--- config.mk ---
export PLATFORM = sky130hd
export DESIGN_NAME = fan_speed_range_autotune_top
export DESIGN_NICKNAME = d
export VERILOG_FILES = /design/src/design/fsra_pkg.sv /design/src/design/fsra_div.sv /design/src/design/fsra_rules.sv /design/src/design/fan_speed_range_autotune_top.sv
export SDC_FILE = /design/constraint.sdc
export NUM_CORES = 1
export LEC_CHECK = 0
export BUFFER_PORTS_ARGS = -buffer_cell sky130_fd_sc_hd__buf_2
export CORE_MARGIN = 2
export CORE_UTILIZATION = 40
export CTS_CLUSTER_SIZE = 28
export DETAILED_ROUTE_END_ITERATION = 10
export GPL_TIMING_DRIVEN = 0
export HOLD_SLACK_MARGIN = 0.06
export PLACE_DENSITY = 0.56
export REMOVE_ABC_BUFFERS = 1
export SLEW_MARGIN = 20
export SYNTH_ARGS = -nofsm -noshare
export SYNTH_HDL_FRONTEND = slang
export SYNTH_SLANG_ARGS = --single-unit
--- constraint.sdc ---
create_clock -name clk -period 16.06 [get_ports clk]
set_input_delay 0.803 -clock clk [delete_from_list [all_inputs] [get_ports clk]]
set_output_delay 0.803 -clock clk [all_outputs]
set_load 0.02 [all_outputs]
--- src/design/fsra_pkg.sv ---
`timescale 1ns / 1ps
// ----------------------------------------------------------------------------
// fsra_pkg
// Shared widths, codes and types for the fan speed-range autotuner.
// ----------------------------------------------------------------------------
package fsra_pkg;

	localparam int CNT_W  = 11;              // tach count and running mean
	localparam int NUM_W  = 5;               // sample number / divisor
	localparam int PROD_W = CNT_W + NUM_W;   // mean * (i - 1)
	localparam int STEP_W = 5;               // divider step counter
	localparam int CODE_W = 3;
	localparam int STAT_W = 2;

	typedef logic [CNT_W-1:0]  count_t;
	typedef logic [NUM_W-1:0]  num_t;
	typedef logic [PROD_W-1:0] prod_t;
	typedef logic [CODE_W-1:0] code_t;
	typedef logic [STAT_W-1:0] stat_t;

	// range codes 0..5 mean 1, 2, 4, 8, 16, 32
	localparam code_t RANGE_1     = 3'd0;
	localparam code_t RANGE_2     = 3'd1;
	localparam code_t RANGE_4     = 3'd2;
	localparam code_t RANGE_8     = 3'd3;
	localparam code_t RANGE_16    = 3'd4;
	localparam code_t RANGE_32    = 3'd5;
	localparam code_t RANGE_RESET = RANGE_4;

	localparam stat_t STAT_RETRY  = 2'd0;
	localparam stat_t STAT_TUNED  = 2'd1;
	localparam stat_t STAT_FAILED = 2'd2;

	localparam count_t MEAN_OVER = 11'd2040;
	localparam count_t MEAN_HIGH = 11'd1000;
	localparam count_t MEAN_X2   = 11'd500;
	localparam count_t MEAN_X4   = 11'd250;
	localparam count_t MEAN_X8   = 11'd125;
	localparam count_t MEAN_X16  = 11'd62;

	typedef struct packed {
		logic                start;
		logic [STEP_W-1:0]   steps;
	} div_ctrl_t;

	typedef struct packed {
		logic                busy;
		logic                done;
	} div_stat_t;

endpackage

--- src/design/fsra_div.sv ---
`timescale 1ns / 1ps
// ----------------------------------------------------------------------------
// fsra_div
// Restoring serial divider: one quotient bit per cycle, left-aligned dividend.
// ----------------------------------------------------------------------------
module fsra_div (
	input  logic                  clk,
	input  logic                  arst_n,
	input  fsra_pkg::div_ctrl_t   ctrl,
	input  fsra_pkg::prod_t       dividend,
	input  fsra_pkg::num_t        divisor,
	output fsra_pkg::div_stat_t   stat,
	output fsra_pkg::prod_t       quotient
);

	logic [fsra_pkg::STEP_W-1:0] steps_q;
	logic                        busy_q;
	logic                        done_q;
	fsra_pkg::prod_t             work_q;
	fsra_pkg::num_t              rem_q;
	fsra_pkg::num_t              div_q;

	logic [fsra_pkg::NUM_W:0]    trial;
	logic                        ge;
	logic [fsra_pkg::NUM_W:0]    diff;

	always_comb begin
		trial = {rem_q, work_q[fsra_pkg::PROD_W-1]};
		ge    = trial >= {1'b0, div_q};
		diff  = trial - {1'b0, div_q};
	end

	always_ff @(posedge clk or negedge arst_n) begin
		if (!arst_n) begin
			busy_q  <= 1'b0;
			done_q  <= 1'b0;
			steps_q <= '0;
		end else if (ctrl.start) begin
			busy_q  <= 1'b1;
			done_q  <= 1'b0;
			steps_q <= ctrl.steps;
		end else if (busy_q) begin
			steps_q <= steps_q - 1'b1;
			if (steps_q == fsra_pkg::STEP_W'(1)) begin
				busy_q <= 1'b0;
				done_q <= 1'b1;
			end
		end else begin
			done_q <= 1'b0;
		end
	end

	always_ff @(posedge clk) begin
		if (ctrl.start) begin
			work_q <= dividend;
			rem_q  <= '0;
			div_q  <= divisor;
		end else if (busy_q) begin
			// shift in the quotient bit where the dividend bit left
			work_q <= {work_q[fsra_pkg::PROD_W-2:0], ge};
			rem_q  <= ge ? diff[fsra_pkg::NUM_W-1:0] : trial[fsra_pkg::NUM_W-1:0];
		end
	end

	assign stat.busy = busy_q;
	assign stat.done = done_q;
	assign quotient  = work_q;

endmodule

--- src/design/fsra_rules.sv ---
`timescale 1ns / 1ps
// ----------------------------------------------------------------------------
// fsra_rules
// End-of-round decision: new range code and status from the round mean.
// ----------------------------------------------------------------------------
module fsra_rules (
	input  fsra_pkg::count_t mean,
	input  fsra_pkg::code_t  code_in,
	output fsra_pkg::code_t  code_out,
	output fsra_pkg::stat_t  status
);

	fsra_pkg::code_t code;
	logic            over;

	always_comb begin
		code = (code_in > fsra_pkg::RANGE_32) ? fsra_pkg::RANGE_32 : code_in;
		over = mean > fsra_pkg::MEAN_OVER;
		code_out = code;
		status   = fsra_pkg::STAT_RETRY;
		// first match wins
		if (!over && code == fsra_pkg::RANGE_32) begin
			status = fsra_pkg::STAT_TUNED;
		end else if (!over && mean > fsra_pkg::MEAN_HIGH) begin
			status = fsra_pkg::STAT_TUNED;
		end else if (over && code != fsra_pkg::RANGE_1) begin
			code_out = code - 1'b1;
		end else if (over) begin
			status = fsra_pkg::STAT_FAILED;
		end else if (mean > fsra_pkg::MEAN_X2 && code < fsra_pkg::RANGE_16) begin
			code_out = code + 3'd1;
		end else if (mean > fsra_pkg::MEAN_X4 && code < fsra_pkg::RANGE_8) begin
			code_out = code + 3'd2;
		end else if (mean > fsra_pkg::MEAN_X8 && code < fsra_pkg::RANGE_4) begin
			code_out = code + 3'd3;
		end else if (mean > fsra_pkg::MEAN_X16 && code < fsra_pkg::RANGE_2) begin
			code_out = fsra_pkg::RANGE_16;
		end else begin
			code_out = fsra_pkg::RANGE_32;
		end
	end

endmodule

--- src/design/fan_speed_range_autotune_top.sv ---
`timescale 1ns / 1ps
// ----------------------------------------------------------------------------
// fan_speed_range_autotune_top
// Per-fan tach speed-range tuner built around one shared serial divider.
// ----------------------------------------------------------------------------
// Usage:
//   Input channel (in_valid / in_stall): one tach sample per transfer, with
//   its fan index and a start flag. in_stall is high whenever a sample is in
//   work; the block takes one sample at a time.
//   Output channel (out_valid / out_stall): one result per finished round of
//   SAMPLES_PER_ROUND samples; other samples produce nothing. The result sits
//   in an output register, so the next sample is taken while it waits.
//   Config channel (cfg_valid / cfg_ready): writes the initial range code
//   (6 and 7 store as 5) into every fan's range. Accepted while idle.
// Sequencing:
//   A folded sample holds in_stall high through an issue state, 16 divider
//   steps and a done strobe for mean*(i-1)/i, 11 steps and a done strobe for
//   count/i, and the fold-in state, so samples go in one at a time. A round
//   result is loaded into the output register by the fold-in state and shows
//   on out_valid. Samples for idle or out-of-range fans hold in_stall for one
//   cycle. If the receiver stalls with a result still held, the next round end
//   waits in its final state until the output register frees up.
// Reset: all fans idle, means and sample numbers zero, ranges at code 2.
// ----------------------------------------------------------------------------
module fan_speed_range_autotune_top #(
	parameter int FAN_COUNT         = 6,
	parameter int SAMPLES_PER_ROUND = 20
) (
	input  logic        clk,
	input  logic        arst_n,
	// sample channel
	input  logic        in_valid,
	output logic        in_stall,
	input  logic [2:0]  fan_index,
	input  logic [10:0] tach_value,
	input  logic        start_req,
	// result channel
	output logic        out_valid,
	input  logic        out_stall,
	output logic [2:0]  result_fan,
	output logic [2:0]  range_code,
	output logic [10:0] round_average,
	output logic [1:0]  status,
	// configuration
	input  logic        cfg_valid,
	output logic        cfg_ready,
	input  logic [2:0]  cfg_data
);

	localparam int IDX_W = (FAN_COUNT > 1) ? $clog2(FAN_COUNT) : 1;

	// sequencer states
	localparam logic [2:0] S_IDLE = 3'd0;
	localparam logic [2:0] S_MUL  = 3'd1;
	localparam logic [2:0] S_DIV1 = 3'd2;
	localparam logic [2:0] S_DIV2 = 3'd3;
	localparam logic [2:0] S_FIN  = 3'd4;
	localparam logic [2:0] S_DROP = 3'd5;

	logic [2:0] state_q;

	// per-fan state
	fsra_pkg::code_t  fan_range_q [FAN_COUNT];
	fsra_pkg::num_t   sample_q    [FAN_COUNT];
	fsra_pkg::count_t mean_q      [FAN_COUNT];
	logic             active_q    [FAN_COUNT];

	// item in work
	logic [IDX_W-1:0] fan_q;
	fsra_pkg::count_t cnt_q;
	fsra_pkg::num_t   num_q;       // i, the sample number of this sample
	fsra_pkg::count_t base_q;      // mean before this sample
	fsra_pkg::count_t q1_q;        // mean*(i-1)/i
	fsra_pkg::count_t newmean_q;

	// output register
	logic             out_valid_q;
	logic [2:0]       result_fan_q;
	fsra_pkg::code_t  range_code_q;
	fsra_pkg::count_t round_average_q;
	fsra_pkg::stat_t  status_q;

	logic             in_xfer;
	logic             fan_ok;
	logic [IDX_W-1:0] sel;
	logic             take;
	logic             out_free;
	logic             round_end;

	fsra_pkg::div_ctrl_t div_ctrl;
	fsra_pkg::div_stat_t div_stat;
	fsra_pkg::prod_t     div_dividend;
	fsra_pkg::prod_t     div_quot;
	fsra_pkg::prod_t     product;

	fsra_pkg::code_t     rule_code;
	fsra_pkg::stat_t     rule_stat;
	fsra_pkg::code_t     cfg_code;

	assign in_stall  = (state_q != S_IDLE);
	assign cfg_ready = (state_q == S_IDLE);
	assign in_xfer   = in_valid && !in_stall;
	assign fan_ok    = 32'(fan_index) < FAN_COUNT;
	assign sel       = IDX_W'(fan_index);
	// the sample counts only if its fan is, or now becomes, active
	assign take      = fan_ok && (start_req || active_q[sel]);
	assign out_free  = !out_valid_q || !out_stall;
	assign round_end = num_q >= fsra_pkg::NUM_W'(SAMPLES_PER_ROUND);
	assign cfg_code  = (cfg_data > fsra_pkg::RANGE_32) ? fsra_pkg::RANGE_32 : cfg_data;

	// mean * (i - 1) at full product width feeds the divider register directly
	assign product = {{fsra_pkg::NUM_W{1'b0}}, base_q}
		* {{fsra_pkg::CNT_W{1'b0}}, num_q - 1'b1};

	// issue a divide: the product first, then the count left-aligned
	always_comb begin
		div_ctrl.start = 1'b0;
		div_ctrl.steps = fsra_pkg::STEP_W'(fsra_pkg::PROD_W);
		div_dividend   = product;
		if (state_q == S_MUL) begin
			div_ctrl.start = 1'b1;
		end else if (state_q == S_DIV1 && div_stat.done) begin
			div_ctrl.start = 1'b1;
			div_ctrl.steps = fsra_pkg::STEP_W'(fsra_pkg::CNT_W);
			div_dividend   = {cnt_q, {(fsra_pkg::PROD_W - fsra_pkg::CNT_W){1'b0}}};
		end
	end

	fsra_div u_div (
		.clk      (clk),
		.arst_n   (arst_n),
		.ctrl     (div_ctrl),
		.dividend (div_dividend),
		.divisor  (num_q),
		.stat     (div_stat),
		.quotient (div_quot)
	);

	fsra_rules u_rules (
		.mean     (newmean_q),
		.code_in  (fan_range_q[fan_q]),
		.code_out (rule_code),
		.status   (rule_stat)
	);

	// sequencer and per-fan state
	always_ff @(posedge clk or negedge arst_n) begin
		if (!arst_n) begin
			state_q <= S_IDLE;
			for (int k = 0; k < FAN_COUNT; k++) begin
				fan_range_q[k] <= fsra_pkg::RANGE_RESET;
				sample_q[k]    <= '0;
				mean_q[k]      <= '0;
				active_q[k]    <= 1'b0;
			end
		end else begin
			case (state_q)
				S_IDLE: begin
					if (cfg_valid) begin
						for (int k = 0; k < FAN_COUNT; k++) begin
							fan_range_q[k] <= cfg_code;
						end
					end
					if (in_xfer) begin
						state_q <= take ? S_MUL : S_DROP;
					end
				end
				S_MUL: begin
					state_q <= S_DIV1;
				end
				S_DIV1: begin
					if (div_stat.done) begin
						state_q <= S_DIV2;
					end
				end
				S_DIV2: begin
					if (div_stat.done) begin
						state_q <= S_FIN;
					end
				end
				S_FIN: begin
					if (!round_end) begin
						// fold in and wait for the next sample
						sample_q[fan_q] <= num_q;
						mean_q[fan_q]   <= newmean_q;
						active_q[fan_q] <= 1'b1;
						state_q         <= S_IDLE;
					end else if (out_free) begin
						fan_range_q[fan_q] <= rule_code;
						sample_q[fan_q]    <= '0;
						mean_q[fan_q]      <= '0;
						active_q[fan_q]    <= (rule_stat == fsra_pkg::STAT_RETRY);
						state_q            <= S_IDLE;
					end
				end
				S_DROP: begin
					state_q <= S_IDLE;
				end
				default: begin
					state_q <= S_IDLE;
				end
			endcase
		end
	end

	// item datapath
	always_ff @(posedge clk) begin
		if (in_xfer) begin
			fan_q <= sel;
			cnt_q <= tach_value;
			// start restarts the pass with this sample as the first
			if (start_req) begin
				num_q  <= fsra_pkg::NUM_W'(1);
				base_q <= '0;
			end else begin
				num_q  <= sample_q[sel] + 1'b1;
				base_q <= mean_q[sel];
			end
		end
		if (state_q == S_DIV1 && div_stat.done) begin
			q1_q <= div_quot[fsra_pkg::CNT_W-1:0];
		end
		if (state_q == S_DIV2 && div_stat.done) begin
			newmean_q <= q1_q + div_quot[fsra_pkg::CNT_W-1:0];
		end
	end

	// output register
	always_ff @(posedge clk or negedge arst_n) begin
		if (!arst_n) begin
			out_valid_q <= 1'b0;
		end else if (state_q == S_FIN && round_end && out_free) begin
			out_valid_q <= 1'b1;
		end else if (!out_stall) begin
			out_valid_q <= 1'b0;
		end
	end

	always_ff @(posedge clk) begin
		if (state_q == S_FIN && round_end && out_free) begin
			result_fan_q    <= 3'(fan_q);
			range_code_q    <= rule_code;
			round_average_q <= newmean_q;
			status_q        <= rule_stat;
		end
	end

	assign out_valid     = out_valid_q;
	assign result_fan    = result_fan_q;
	assign range_code    = range_code_q;
	assign round_average = round_average_q;
	assign status        = status_q;

endmodule
# Word level (Yosys, flattened, before mapping)
# Cells that the tools add are included.
# op_classes
addsub	9
bitwise_logic	7
order_cmp	18
eq_ne	16
mux	73
reduce_logical	29
mul	1
# ops
op	n
$mux W66	2
$and A66 B66 Y66	1
$bwmux W66	1
$not A66 Y66	1
$mux W16	4
$mux W30	2
$mux W18	3
$mux W3	18
$pmux W18 S2	1
$mux W5	7
$bmux W11 S3	1
$demux W11 S3	1
$mux W11	3
$and A30 B30 Y30	1
$bwmux W30	1
$not A30 Y30	1
$bwmux W18	1
$mux W6	3
$mul A11 B5 Y16	1
$bmux W5 S3	1
$demux W5 S3	1
$pmux W3 S5	1
$logic_and A1 B1 Y1	14
$mux W1	13
other kinds (44)	70
# word_totals
register_bits	228
wordCells	195
in_bits	23
output_inout_bits	22

# Longest topological paths before layout
# Gate-level depths: netlist (run 1).
# logic_depth
word_depth	20
ltp_mapped	22
depth_no_buf	20

# By module
# From an unflattened synthesis (run 1), not the netlist that was laid out.
# hier_totals
cells_unflattened	1089
hier_area_um2	12703.4
# modules_own_cells
module	area_each_um2	n_inst	seq_area_each_um2	cells_per_inst
fan_speed_range_autotune_top	10606.4	1	5242.5	893
fsra_div	1637.8	1	905.9	131
fsra_rules	459.2	1	0.0	65

# Worst setup path after synthesis (run 1)
# Ideal clock, no wire load.
# synth_path
kind	reg-to-reg
from	register num_q[0]
to	register u_div.work_q[14], in the netlist u_div.quotient[14], data pin
path_slack_ns	10.796
path_buffers	2
path_stages_with_launch	21
t_arrival_ns	5.111
required_ns	15.908
period_less_slack_ns	5.264
setup_ns	0.152
path_cell_list	edfxtp_1 clkbuf_1 clkinv_1 ha_1 nand2_1 xor2_1 clkbuf_1 nand2b_1 fa_1 fa_1 fa_1 inv_1 ha_1 nor2b_1 o21ai_0 nand2b_1 a21o_1 a31o_2 a41oi_1 mux2_2 o21ai_0
# synth_between
elab_chain_cells	5
# synth_lines
element	line	source
start, declared	fan_speed_range_autotune_top.sv:71	fsra_pkg::num_t num_q;
start signal, assigned	fan_speed_range_autotune_top.sv:213	num_q <= fsra_pkg::NUM_W'(1);
start signal, assigned	fan_speed_range_autotune_top.sv:216	num_q <= sample_q[sel] + 1'b1;
$sub A5 B1 Y5 (*)	fan_speed_range_autotune_top.sv:113	* {{fsra_pkg::CNT_W{1'b0}}, num_q - 1'b1};
$mul A11 B5 Y16 (*)	fan_speed_range_autotune_top.sv:113	
$mux W16	fan_speed_range_autotune_top.sv:122	end else if (state_q == S_DIV1 && div_stat.done) begin
$mux W16 (*)	fan_speed_range_autotune_top.sv:120	if (state_q == S_MUL) begin
$mux W16 (*)	fsra_div.sv:54	if (ctrl.start) begin
end signal, assigned	fsra_div.sv:55	work_q <= dividend;
end signal, assigned	fsra_div.sv:60	work_q <= {work_q[fsra_pkg::PROD_W-2:0], ge};
end, declared	fsra_div.sv:19	fsra_pkg::prod_t work_q;
# Every way passes the cells marked *; elsewhere a longest branch is shown, timed or not.
# A chain may end at the register's enable or synchronous reset.

# Final worst setup path (run 1)
# Ends and elaborated chain as after synthesis.

==> impl_metrics.toml, run 1 <==
[status]
status = "completed"

[power]
powerDensity_nw_per_um2 = 156
sw_frac_of_total_pct = 33.5
p_leak_uw = 0.00580
ir_worst_vdd_mv = 0.0748
p_switching_uw = 707
power.internal_uw = 1400
p_comb_share_pct = 31.9
power_frac_seq_pct = 40.5
pwr-share-clk_pct = 27.6

[global_route]
grt_pass1_wl_mm = 47.8
overflow = 0
grt_pass1_vias = 8293
grt_use_total_pct = 19.4
grt_max_degree = 88
antenna_found_initial = 0

[clocking]
h-tree-depth = 1
hold_buffers = 0
clock_path_buffers = 3
clock-root-buffer = "clkbuf_16"
cts_sinks = 228
clk_latency_ns = 0.53
cts_tree = "yes"
cts_setup_buffers = 0
clk_pin_slew_ns = 0.06
cts_made_buffers = 25
cts_resized = 0

[timing]
slew_violations = 0
rsz0062_at_grt = "false"
fin_crit_sh_pct = 37.7
hold_ws_ns = 0.178
setup_viol = 0
setup_slack_ns = 10.00
tns_ns = 0
relSlewSlack_pct = 30.9
finalHoldViolCount = 0
period_needed_ns = 6.06
worst_pin_slew_ns = 1.03
worst_clock_skew_ns = 0.0220
fmax_ghz = 0.165

[routing]
final_antenna_net_count = 0
wl_per_cell_um = 20.2
vias = 8123
dr.pass1.iters = 5
routed_wl_mm = 29.6
drcViolationCount = 0
drtIter0Drc = 498
viasPerCell = 5.54

[worst_setup_path]
critPathMaxStageDelay_ns = 0.68
path_class = "flip-flop to flip-flop"
crit_slowest_cell = "xor2_1"
critPathBufInv = 2
cp.arrival_ns = 6.42
cp_top_family = "adder cells"
crit_chain = "clkinv_1, ha_1, nand2_1, xor2_1, nand2b_1, fa_1, fa_1, fa_1, inv_1, ha_1, nor2b_1, o21ai_0, nand2b_1, a21o_1, a31o_2, a41oi_1, mux2_2, o21ai_0"
r2r_setup_slack_ns = 10.00
cp.depth = 18
cpMostUsedCell = "fa_1"
cp_max_fo = 12
crit_path_start_kind = "flip-flop"
worst_setup_path_end_kind = "flip-flop"
worst_ep_required_time_ns = 16.43
r2r_cells = 18

[logic_synthesis]
yosysMostFrequentCell = "dfrtp_1"
synth_seq_cells = 228
synth-edff-count = 92
ys_seq_area_share_pct = 51.1
syn_area_um2 = 12000
yosys_warnings = 0
netlist_top_cells_area = "dfrtp_1 (26%), edfxtp_1 (23%), a22o_1 (7.1%), ha_1 (5.1%), fa_1 (4.8%)"
avgSynthCellArea_um2 = 11.7
netlist_top_cells_count = "dfrtp_1 (125), a22o_1 (97), edfxtp_1 (92)"
synthFlopType = "dfrtp_1"
synth_top_cell_by_area = "dfrtp_1"
yosys.area.top_type_share_pct = 26.0
ys_types = 73
async_flop_share_pct = 57.5
synth_cells = 1033

[final_layout]
fillCellCount = 2782
drive_above_1_share_pct = 13.2
layout.cells.non_filler = 1465
area_growth_pct = 12.0
fin_util_pct = 45.5
fin_nets = 1156

[placement]
dp.cells = 1418
hpwlAfterDp_mm = 20.0
place.gp.congestion = 0.840
port-buffer-count = 44
post-place-ws_ns = 9.96

[worst_hold_path]
hp-class = "input port to asynchronous set/reset pin"

[floorplanning]
rows = 63
core_um2 = 29600
dieArea_um2 = 31500
die_x_um = 178
start_util_pct = 40.6
ios = 45
die_y_um = 178

[flow_run]
maxCapViolations = 0
==> cell families (layout without fill, tap and decap cells) <==
logic type | count (synthesis) | after routing | synth area share, %
AOI/OAI and AO/OA | 285 | 285 | 17.1
other | 0 | 1 | 0
xor gates and xnor gates | 29 | 29 | 2.11
buffers and inverters | 125 | 166 | 4.18
DFF | 228 | 228 | 51.1
and+or+nand+nor | 243 | 243 | 10.1
muxes | 45 | 45 | 5.55
adders and majority gates | 78 | 78 | 9.91
==> cells in the final DEF, fill, tap and decap left out, types with 9 or more instances in the layout <==
cell type | Yosys | layout
dfrtp_1 | 125 | 125
a22o_1 | 97 | 97
edfxtp_1 | 92 | 92
inv_1 | 67 | 67
nor2_1 | 71 | 63
nand2_1 | 56 | 56
a21oi_1 | 55 | 53
ha_1 | 49 | 49
o21ai_0 | 47 | 47
buf_2 | 7 | 42
nor2b_1 | 37 | 37
fa_1 | 29 | 29
clkbuf_16 | 0 | 25
mux2i_1 | 24 | 24
mux4_2 | 17 | 17
nand2b_1 | 16 | 16
xnor2_1 | 16 | 16
nor3_1 | 14 | 14
a21o_1 | 13 | 13
xor2_1 | 13 | 13
and2_1 | 12 | 12
clkbuf_1 | 41 | 10
nand3_1 | 9 | 9
a22oi_1 | 9 | 9
==> per-stage QoR <==
step	power [uW]	instance area [um^2]
floorplan	1330	11800
global placement	1520	12500
CTS	2120	13500
finish	2110	13500
detailed placement	1530	12700
global route	2240	13500
==> power by group through the flow <==
stage	combinational (uW)	clock (uW)	sequential, uW
after floorplan	499	0	831
after global placement	660	0	862
after detailed placement	671	0	863
after CTS	679	591	854
after global routing	763	610	871
final	671	581	854
==> final cells by class <==
cell class / count / area (um^2) / share of cell area, %
clock inverter: 8 / 119 / 0.881
inverter: 71 / 269 / 1.99
tap: 390 / 488 / 3.62
clock buffer: 38 / 704 / 5.22
antenna: 1 / 2.50 / 0.0186
multi-input combinational: 680 / 5430 / 40.3
sequential: 228 / 6150 / 45.6
timing repair buffer: 49 / 325 / 2.41
==> layer usage <==
metal  track usage, %  vias up  routed length (um)
met3             2.83       28                1180
met1             26.9     4145               13600
met4             3.28        0                 373
met5                0        -                   0
li1                 -     3807                   -
met2             32.7      143               14400
==> registers in the layout, summed over array words and instances (netlist names), 5 cells and up <==
name and count:
cnt_q 11, u_div.rem_q 5, fan_range_q 18, round_average 11, u_div.steps_q 5, mean_q 66
u_div.quotient 16, q1_q 11, num_q 5, base_q 11, sample_q 30, active_q 6
u_div.div_q 5, newmean_q 11
==> final timing paths <==
kind	start	endpoint
worst min register to register	u_div.rem_q[4]	u_div.rem_q[4]
worst min-delay path	arst_n	mean_q[10]
worst max register to register	num_q[0]	u_div.quotient[14]
min in group clk	tach_value[5]	cnt_q[5]
worst max-delay path	num_q[0]	u_div.quotient[14]
max in group asynchronous	arst_n	fan_range_q[10]
No activity file was read; power rests on OpenSTA's default activity.
==> run 2, diff against run 1 <==
ABC_AREA = 1   (was default)
clock period = 6.25 ns   (was 16.06 ns; I/O delays follow)
==> run 2 against run 1 <==
Worst setup slack got worse by 9.5 ns. Clock power grew to 2.6 times the previous value. Combinational power rose to 4.1 times the previous value. Clock skew rose by 0.018 ns. Highest routed layer unchanged. Critical endpoint is now u_div.quotient[12]. Largest power group is now combinational cells. Hold slack better by 0.0085 ns. Wire length increased by 7.3%. First-iteration DRC count increased by 61%. Synthesized cell count rose by 35%. Register-to-register slack lost 9.5 ns.
==> impl_metrics.toml, run 2 <==
[routing]
viasPerCell = 5.25
routed_wl_mm = 31.7
final_antenna_net_count = 0
vias = 9779
drcViolationCount = 0
wl_per_cell_um = 17.0
drtIter0Drc = 803
dr.pass1.iters = 5

[worst_setup_path]
cp.depth = 23
cp_top_family = "adder cells"
crit_slowest_cell = "xor2_1"
r2r-start = "num_q[0]"
r2r_setup_slack_ns = 0.55
cpMostUsedCell = "nand2_1"
worst_ep_required_time_ns = 6.63
cp_max_fo = 17
cp.arrival_ns = 6.08
crit_chain = "inv_1, nand3_1, xor2_1, inv_1, nand2_1, fa_1, fa_1, fa_1, inv_1, ha_1, nand2_1, nand2_1, nand2_1, nand2_1, nand2_1, nand2_1, a21oi_1, o21ai_0, inv_1, nor2_1, o21ai_0, nand2_1, o21bai_1"
worst_setup_path_end_kind = "flip-flop"
critPathBufInv = 4
path_class = "flip-flop to flip-flop"
r2r_cells = 23
r2r-end = "u_div.quotient[12]"
crit_path_start_kind = "flip-flop"
critPathMaxStageDelay_ns = 0.72

[global_route]
grt_use_total_pct = 19.7
grt_pass1_vias = 9752
antenna_found_initial = 0
grt_pass1_wl_mm = 51.8
grt_max_degree = 87
overflow = 0

[logic_synthesis]
synth_cells = 1393
avgSynthCellArea_um2 = 8.90
yosys_warnings = 0
netlist_top_cells_area = "dfrtp_1 (25%), edfxtp_1 (22%), nand2_1 (8.2%), inv_1 (5.6%), o21ai_0 (5.5%)"
yosys.area.top_type_share_pct = 25.2
synthFlopType = "dfrtp_1"
async_flop_share_pct = 57.5
synth_seq_cells = 228
synth-edff-count = 92
netlist_top_cells_count = "nand2_1 (270), inv_1 (185), o21ai_0 (136)"
ys_types = 56
ys_seq_area_share_pct = 49.6
synth_top_cell_by_area = "dfrtp_1"
syn_area_um2 = 12400
yosysMostFrequentCell = "nand2_1"

[timing]
period_needed_ns = 5.70
worst_clock_skew_ns = 0.0404
slew_violations = 0
relSlewSlack_pct = 39.0
rsz0062_at_grt = "false"
tns_ns = 0
fin_crit_sh_pct = 91.1
worst_pin_slew_ns = 0.914
fmax_ghz = 0.176
setup_viol = 0
finalHoldViolCount = 0

[floorplanning]
ios = 45
die_x_um = 180
dieArea_um2 = 32400
core_um2 = 30600
rows = 64
die_y_um = 180
start_util_pct = 40.5

[final_layout]
fin_nets = 1548
fin_util_pct = 45.9
reg_top3 = "mean_q: 66 flops, sample_q: 30 flops, fan_range_q: 18 flops"
final_common_cell = "nand2_1"
drive_above_1_share_pct = 9.54
area_growth_pct = 13.3
finalInstanceArea_um2 = 14000
largest_register = "mean_q"
layout_common_cells = "nand2_1 (270), inv_1 (185), o21ai_0 (136)"
n_antenna_cell = 0
largest_reg_flops = 66

[power]
p_switching_uw = 2640
p_comb_share_pct = 41.7
p_leak_uw = 0.00642
pwr-share-clk_pct = 22.8
ir_worst_vdd_mv = 0.205
sw_frac_of_total_pct = 39.6
power_frac_seq_pct = 35.6
power.internal_uw = 4030
powerDensity_nw_per_um2 = 475

[clocking]
clk_latency_ns = 0.58
cts_setup_buffers = 0
clock_path_buffers = 3
clock-root-buffer = "clkbuf_16"
cts_sinks = 228
clk_pin_slew_ns = 0.06
cts_tree = "yes"
cts_made_buffers = 27
h-tree-depth = 1

[worst_hold_path]
whs_path_depth = 3
holdPathEnd = "state_q[2]"
min_from = "in_valid"
hp-class = "input port to flip-flop"

[placement]
place.gp.congestion = 0.887
dpl-instance-area_um2 = 13000
port-buffer-count = 44
hpwlAfterDp_mm = 21.8

[flow_run]
maxCapViolations = 0

[status]
status = "completed"
run 2: metrics by stage:
stage	std cells	hold WS, ns	power [uW]	worst slack, ns
2_1_floorplan	1357	0.0169	4420	1.48
3_3_place_gp	1797	0.434	5090	0.515
3_5_place_dp	1800	0.245	5150	0.467
4_1_cts	1864	0.169	6700	0.463
5_1_grt	1864	0.205	7260	0.119
6_report	1864	0.187	6670	0.553
run 2: power groups by stage:
stage	Sequential, uW	Clock [uW]	Combinational (uW)
after floorplan	2310	0	2100
after global placement	2380	0	2710
after detailed placement	2390	0	2760
after CTS	2370	1550	2780
after global routing	2420	1620	3210
final	2370	1520	2780
run 2: timing repair:
action                     4_1_cts  5_1_grt
setup endpoints to repair        0        1
hold endpoints to repair        58        0
gates resized for setup          0        1
hold buffers                    14        0
run 2: worst reg2reg max path: cells and delay by family, from the launching register on:
family / cells / cell delay [ns]
buffers and inverters: 4 / 0.84
AND/OR/NAND/NOR: 10 / 0.90
XOR/XNOR: 1 / 0.72
adder cells (fa/ha/maj): 4 / 1.83
AO/OA/AOI/OAI: 4 / 0.74
flip-flops: 1 / 0.50
run 2: kinds of logic (layout without fill, tap and decap cells):
family	after synthesis	after routing	synth area share, %
adder cells (fa/ha/maj)	78	78	9.63
AND/OR/NAND/NOR	500	500	16.8
flip-flops	228	228	49.6
buffers and inverters	239	314	7.41
XOR/XNOR	24	24	1.70
AO/OA/AOI/OAI	324	324	14.8
run 2: final cells by class:
cell class / count / area [um^2]
inverter: 203 / 764
timing repair buffer: 61 / 435
sequential: 228 / 6150
multi-input combinational: 926 / 5350
tap: 396 / 495
fill: 3000 / 16500
clock inverter: 12 / 104
clock buffer: 38 / 747
run 2: worst max path at each step:
stage                  start                  to  slack [ns]
finish              num_q[0]  u_div.quotient[12]        0.55
CTS                 num_q[0]  u_div.quotient[15]        0.46
global placement    num_q[0]  u_div.quotient[15]        0.52
floorplan           num_q[0]  u_div.quotient[15]        1.48
global route        num_q[0]  u_div.quotient[12]        0.12
detailed placement  num_q[0]  u_div.quotient[15]        0.47
run 2: per-layer routing:
metal | GRT usage (%) | share of wire, % | up-vias
li1 | - | - | 4739
met1 | 28.1 | 47 | 4772
met2 | 32.4 | 47 | 229
met3 | 2.75 | 5.2 | 39
met4 | 4.06 | 1.5 | 0
met5 | 0 | 0 | -
